## config.mk

```make
export PLATFORM = sky130hd
export DESIGN_NAME = vme_sqrt_pipe
export DESIGN_NICKNAME = d
export VERILOG_FILES = /design/src/rtl/vme_pkg.sv /design/src/rtl/vme_sqrt_pipe.sv
export SDC_FILE = /design/constraint.sdc
export NUM_CORES = 2
export LEC_CHECK = 0
export ABC_AREA = 1
export ABC_CLOCK_PERIOD_IN_PS = 1900
export BUFFER_PORTS_ARGS = -buffer_cell sky130_fd_sc_hd__buf_2
export CORE_MARGIN = 2
export CORE_UTILIZATION = 55
export CTS_CLUSTER_SIZE = 20
export DETAILED_ROUTE_END_ITERATION = 12
export GPL_TIMING_DRIVEN = 0
export PLACE_DENSITY = 0.85
export SLEW_MARGIN = 20
export SYNTH_ARGS = -nofsm -noshare
export SYNTH_HDL_FRONTEND = slang
export SYNTH_SLANG_ARGS = --single-unit
```

## constraint.sdc

```tcl
create_clock -name clk -period 1.9 [get_ports clk]
set_input_delay 0.285 -clock clk [delete_from_list [all_inputs] [get_ports clk]]
set_output_delay 0.285 -clock clk [all_outputs]
set_load 0.1 [all_outputs]
```

## src/rtl/vme_pkg.sv

```systemverilog
// ----------------------------------------------------------------------------
// vme_pkg
// types, widths and register codes shared by the von mises stress pipeline
// ----------------------------------------------------------------------------
package vme_pkg;

    localparam int COMPONENT_WIDTH = 24;
    localparam int TAG_WIDTH       = 16;
    localparam int OUT_TAG_WIDTH   = 16;
    localparam int OUT_WIDTH       = 26;

    localparam int SCALE_WIDTH     = 17;
    localparam int SCALE_FRAC      = 16;

    localparam int CFG_INDEX_WIDTH = 8;
    localparam int CFG_DATA_WIDTH  = 32;

    localparam int SQ_WIDTH        = 2 * COMPONENT_WIDTH;
    localparam int SUM_WIDTH       = SQ_WIDTH + 2;
    localparam int RAD_WIDTH       = 2 * COMPONENT_WIDTH + 2;
    localparam int ROOT_WIDTH      = COMPONENT_WIDTH + 1;
    localparam int PROD_WIDTH      = ROOT_WIDTH + SCALE_WIDTH;

    localparam logic [CFG_INDEX_WIDTH-1:0] REG_REDUCED_MODE    = CFG_INDEX_WIDTH'(0);
    localparam logic [CFG_INDEX_WIDTH-1:0] REG_REDUCTION_SCALE = CFG_INDEX_WIDTH'(1);

    localparam logic [SCALE_WIDTH-1:0] SCALE_RESET = SCALE_WIDTH'(65536);

    typedef struct packed {
        logic [TAG_WIDTH-1:0]              entry_tag;
        logic signed [COMPONENT_WIDTH-1:0] stress_xx;
        logic signed [COMPONENT_WIDTH-1:0] stress_yy;
        logic signed [COMPONENT_WIDTH-1:0] stress_zz;
        logic signed [COMPONENT_WIDTH-1:0] stress_xy;
        logic signed [COMPONENT_WIDTH-1:0] stress_xz;
        logic signed [COMPONENT_WIDTH-1:0] stress_yz;
    } stress_item_t;

    typedef struct packed {
        logic [OUT_TAG_WIDTH-1:0] entry_tag_out;
        logic [OUT_WIDTH-1:0]     equivalent_stress;
    } stress_result_t;

endpackage

```

## src/rtl/vme_sqrt_pipe.sv

```systemverilog
// ----------------------------------------------------------------------------
// vme_sqrt_pipe
// pipelined integer square root, one root bit resolved per register stage
// ----------------------------------------------------------------------------
module vme_sqrt_pipe (
    input  logic                           clk,
    input  logic                           rst_n,
    input  logic                           in_valid,
    input  logic [vme_pkg::RAD_WIDTH-1:0]  radicand,
    input  logic [vme_pkg::TAG_WIDTH-1:0]  in_tag,
    output logic                           out_valid,
    output logic [vme_pkg::ROOT_WIDTH-1:0] root,
    output logic [vme_pkg::TAG_WIDTH-1:0]  out_tag
);
    import vme_pkg::*;

    logic                  stage_valid_reg [ROOT_WIDTH];
    logic [ROOT_WIDTH-1:0] root_reg        [ROOT_WIDTH];
    logic [RAD_WIDTH-1:0]  rem_reg         [ROOT_WIDTH];
    logic [TAG_WIDTH-1:0]  tag_reg         [ROOT_WIDTH];

    for (genvar k = 0; k < ROOT_WIDTH; k++)
    begin : g_stage
        localparam int BIT = ROOT_WIDTH - 1 - k;

        logic                  src_valid;
        logic [ROOT_WIDTH-1:0] src_root;
        logic [RAD_WIDTH-1:0]  src_rem;
        logic [TAG_WIDTH-1:0]  src_tag;
        logic [RAD_WIDTH:0]    trial;
        logic                  fits;

        if (k == 0)
        begin : g_first
            assign src_valid = in_valid;
            assign src_root  = '0;
            assign src_rem   = radicand;
            assign src_tag   = in_tag;
        end
        else
        begin : g_next
            assign src_valid = stage_valid_reg[k-1];
            assign src_root  = root_reg[k-1];
            assign src_rem   = rem_reg[k-1];
            assign src_tag   = tag_reg[k-1];
        end

        // (r + 2^b)^2 - r^2 = r * 2^(b+1) + 2^(2b)
        always_comb
        begin
            trial = ((RAD_WIDTH + 1)'(src_root) << (BIT + 1))
                  | ((RAD_WIDTH + 1)'(1) << (2 * BIT));
            fits  = ({1'b0, src_rem} >= trial);
        end

        always_ff @(posedge clk or negedge rst_n)
        begin
            if (!rst_n)
            begin
                stage_valid_reg[k] <= 1'b0;
            end
            else
            begin
                stage_valid_reg[k] <= src_valid;
            end
        end

        always_ff @(posedge clk)
        begin
            root_reg[k] <= fits ? (src_root | (ROOT_WIDTH'(1) << BIT)) : src_root;
            rem_reg[k]  <= fits ? (src_rem - trial[RAD_WIDTH-1:0]) : src_rem;
            tag_reg[k]  <= src_tag;
        end
    end

    assign out_valid = stage_valid_reg[ROOT_WIDTH-1];
    assign root      = root_reg[ROOT_WIDTH-1];
    assign out_tag   = tag_reg[ROOT_WIDTH-1];

endmodule

```

==> flow_metrics.env <==
export IMPL_status="finished with violations"
export IMPL_violations="negative setup slack"
export IMPL_r2r_slack_ns=-0.57
export IMPL_drv_slew=0
export IMPL_yosysSeqAreaShare=0.494
export IMPL_worstMarginPinSlew_ns=0.742
export IMPL_cp_slowest_cell="xnor2_1"
export IMPL_detail_route_antenna_nets=0
export IMPL_wl_microns=317000
export IMPL_ir_drop_v=0.00140
export IMPL_skew_ns=0.105
export IMPL_crit_top_cell="nor2_1"
export IMPL_cts_sinks=1950
export IMPL_end_kind="flop"
export IMPL_post_drt_wl_per_cell_microns=23.5
export IMPL_drt_vias_per_instance=5.68
export IMPL_hp_class="primary input to flop"
export IMPL_rows=139
export IMPL_finalHoldViolations=0
export IMPL_async_reset_ff_frac=0.0128
export IMPL_synth_area_sq_um=79300
export IMPL_ios=111
export IMPL_grt_overflow_total=0
export IMPL_layout_drive_gt1_share=0.325
export IMPL_synth_distinct_cells=59
export IMPL_grt_pass1_wl_microns=424000
export IMPL_grt_pass1_vias=71961
export IMPL_numCtsBuffers=184
export IMPL_relSlewSlack=0.505
export IMPL_synth_edff_count=0
export IMPL_cts_root_buf="clkbuf_16"
export IMPL_nFillCells=9225
export IMPL_clk_pin_slew_ns=0.08
export IMPL_setup_viol_count_final=609
export IMPL_clock_fmax_ghz=0.404
export IMPL_htreeDepth=4
export IMPL_p_leak_uw=0.0511
export IMPL_synth_fp_nets=10815
export IMPL_hold_path_end="rem_reg[0][46]$_DFF_P_"
export IMPL_required_ns=2.70
export IMPL_largest_reg_flops=1200
export IMPL_crit_path_max_incr_delay_ns=0.50
export IMPL_nets=11852
export IMPL_syn_inst=10400
export IMPL_grt_max_degree=26
export IMPL_period_needed_ns=2.47
export IMPL_die_h_microns=384
export IMPL_cts_tree="yes"
export IMPL_grt_antenna_before_repair=21
export IMPL_synth_seq_cells=1950
export IMPL_dp_cells=12413
export IMPL_die_w_microns=384
export IMPL_max_cap_violations=0
export IMPL_tns_ns=-137.99
export IMPL_synth_warnings=0
export IMPL_p_per_area_nw_per_um2=1520
export IMPL_num_vias=76635
export IMPL_synthToLayoutAreaGrowth_pct=38.5
export IMPL_finalWeightedCongestion=0.994
export IMPL_finalNonFillerCells=13492
export IMPL_final_common_cell="nand2_1"
export IMPL_die_area_sq_um=147000
export IMPL_min_path_cells=2
export IMPL_final_cell_mix="2325 x nand2_1, 1543 x dfxtp_1, 1360 x inv_1"
export IMPL_gr_usage_all_layers=0.379
export IMPL_synth_avg_cell_area_sq_um=7.63
export IMPL_clock_latency_ns=0.91
export IMPL_min_from="radicand[46]"
export IMPL_start_util=0.554
export IMPL_start_kind="flop"
export IMPL_drt_first_pass_iters=10
export IMPL_timing_final_ws_setup_ns=-0.574
export IMPL_drc_errors=0
export IMPL_rsz0062_at_grt="yes"
export IMPL_arrival_ns=3.27
export IMPL_cp_max_fo=4
export IMPL_worstReg2RegStart="root_reg[0][148]$_DFF_P_"
export IMPL_path_class="flop to flop"
export IMPL_timing_final_crit_share=1.30
export IMPL_r2r_end="rem_reg[0][345]$_DFF_P_"
export IMPL_whs_ns=0.00457
export IMPL_coreArea_sq_um=143000
export IMPL_synthFlopType="dfxtp_1"
export IMPL_crit_chain="inv_1 > ha_4 > a21oi_1 > nor2_1 > nor2_1 > nand3_1 > xnor2_1 > nand2_4 > inv_2"
export IMPL_first_iter_violations=7926
export IMPL_io_buffers=110
export IMPL_rr_worst_depth=9
export IMPL_clk_path_buf_depth=3
export IMPL_post_dp_hpwl_microns=209000
cells in the mapped netlist (4+ instances only):
cell / n / share of area
a211oi_1: 5 / 0.00047
a21boi_0: 7 / 0.00066
a21o_1: 21 / 0.0020
a21oi_1: 444 / 0.028
a21oi_2: 10 / 0.0011
and2_1: 9 / 0.00071
and3_1: 5 / 0.00039
buf_2: 18 / 0.0011
buf_4: 15 / 0.0014
buf_6: 41 / 0.0058
dfrtp_1: 25 / 0.0079
dfxtp_1: 1925 / 0.49
ha_1: 346 / 0.055
inv_1: 1576 / 0.075
inv_2: 6 / 0.00028
nand2_1: 3107 / 0.15
nand2_2: 25 / 0.0020
nand2_4: 4 / 0.00057
nand3_1: 565 / 0.036
nand3_2: 7 / 0.00088
nand3b_1: 35 / 0.0033
nand4_1: 197 / 0.016
nor2_1: 1086 / 0.051
nor2_2: 22 / 0.0017
nor2_4: 11 / 0.0016
nor2b_1: 4 / 0.00032
nor3_1: 116 / 0.0073
nor3_2: 5 / 0.00063
nor3b_1: 6 / 0.00057
nor4_1: 72 / 0.0057
o211ai_1: 9 / 0.00085
o21a_1: 8 / 0.00076
o21ai_0: 189 / 0.012
o21ai_1: 107 / 0.0068
o21ai_2: 5 / 0.00055
o21bai_1: 20 / 0.0019
or2_2: 18 / 0.0014
xnor2_1: 155 / 0.017
xor2_1: 145 / 0.016
power by group:
part | switching (uW) | total, uW | leakage, uW | internal [uW]
registers | 10100 | 59600 | 0.0164 | 49500
clock network | 17400 | 39900 | 0.00319 | 22600
logic | 41600 | 67900 | 0.0315 | 26300
final cells by class:
cell class,instances,area (sq um),share of cell area
Clock buffer,259,5330,0.0485
Timing Repair inverter,1,8.76,0.0000797
Buffer,69,1170,0.0106
Inverter,1583,6040,0.0550
Sequential cell,1950,39800,0.363
Multi-Input combinational cell,6796,45900,0.418
Tap cell,1903,2380,0.0217
Clock inverter,75,1300,0.0118
Antenna cell,4,10.0,0.0000911
Timing Repair Buffer,852,7870,0.0716
worst max path at each step:
stage	start	endpoint	slack, ns
after floorplan	root_reg[0][169]$_DFF_P_	rem_reg[0][392]$_DFF_P_	0.006
after global placement	root_reg[1][47]$_DFF_P_	rem_reg[2][120]$_DFF_P_	-1.22
after detailed placement	root_reg[1][47]$_DFF_P_	rem_reg[2][120]$_DFF_P_	-1.27
after CTS	root_reg[1][32]$_DFF_P_	rem_reg[2][143]$_DFF_P_	-0.37
after global routing	root_reg[1][41]$_DFF_P_	rem_reg[2][120]$_DFF_P_	-0.56
final	root_reg[0][148]$_DFF_P_	rem_reg[0][345]$_DFF_P_	-0.57
metrics by stage:
| stage | setup WS (ns) | util | power [uW] | area (sq um) |
|---|---|---|---|---|
| detailed placement | -1.27 | 0.575 | 101000 | 82400 |
| finish | -0.574 | 0.766 | 167000 | 110000 |
| global placement | -1.22 | 0.575 | 100000 | 82400 |
| floorplan | 0.00635 | - | 84800 | 79500 |
| global route | -0.563 | 0.766 | 174000 | 110000 |
| CTS | -0.373 | 0.700 | 151000 | 100000 |
metal layers:
| layer | vias to the layer above | track usage | wire length (microns) |
|---|---|---|---|
| li1 | 34580 | - | - |
| met1 | 36082 | 0.463 | 118000 |
| met2 | 4502 | 0.622 | 145000 |
| met3 | 1461 | 0.0711 | 28200 |
| met4 | 10 | 0.229 | 25500 |
| met5 | - | 0 | 82 |
critical path: cells and delay by family, from the launching register on:
kind	cells	cell delay, ns
AOI/OAI and AO/OA	1	0.23
xor gates and xnor gates	1	0.50
adders and majority gates	1	0.27
buffers and inverters	2	0.18
DFF	1	0.40
and+or+nand+nor	4	0.82
what timing repair did:
item                                    in CTS  in global routing
setup buffers                              325                293
gates cloned                                37                 34
gates resized for setup                   1846               1871
endpoints found under the setup margin     641                643
pin swaps                                  375                554
hold buffers                                72                  0
hold endpoints to repair                    93                  0
cell families after synthesis:
| kind of cell | Yosys count | synth area share |
|---|---|---|
| AOI/OAI and AO/OA | 841 | 0.0570 |
| xor gates and xnor gates | 300 | 0.0331 |
| adders and majority gates | 346 | 0.0546 |
| buffers and inverters | 1659 | 0.0835 |
| DFF | 1950 | 0.494 |
| and+or+nand+nor | 5304 | 0.278 |
Note: power is estimated with default switching activity, not from simulation.
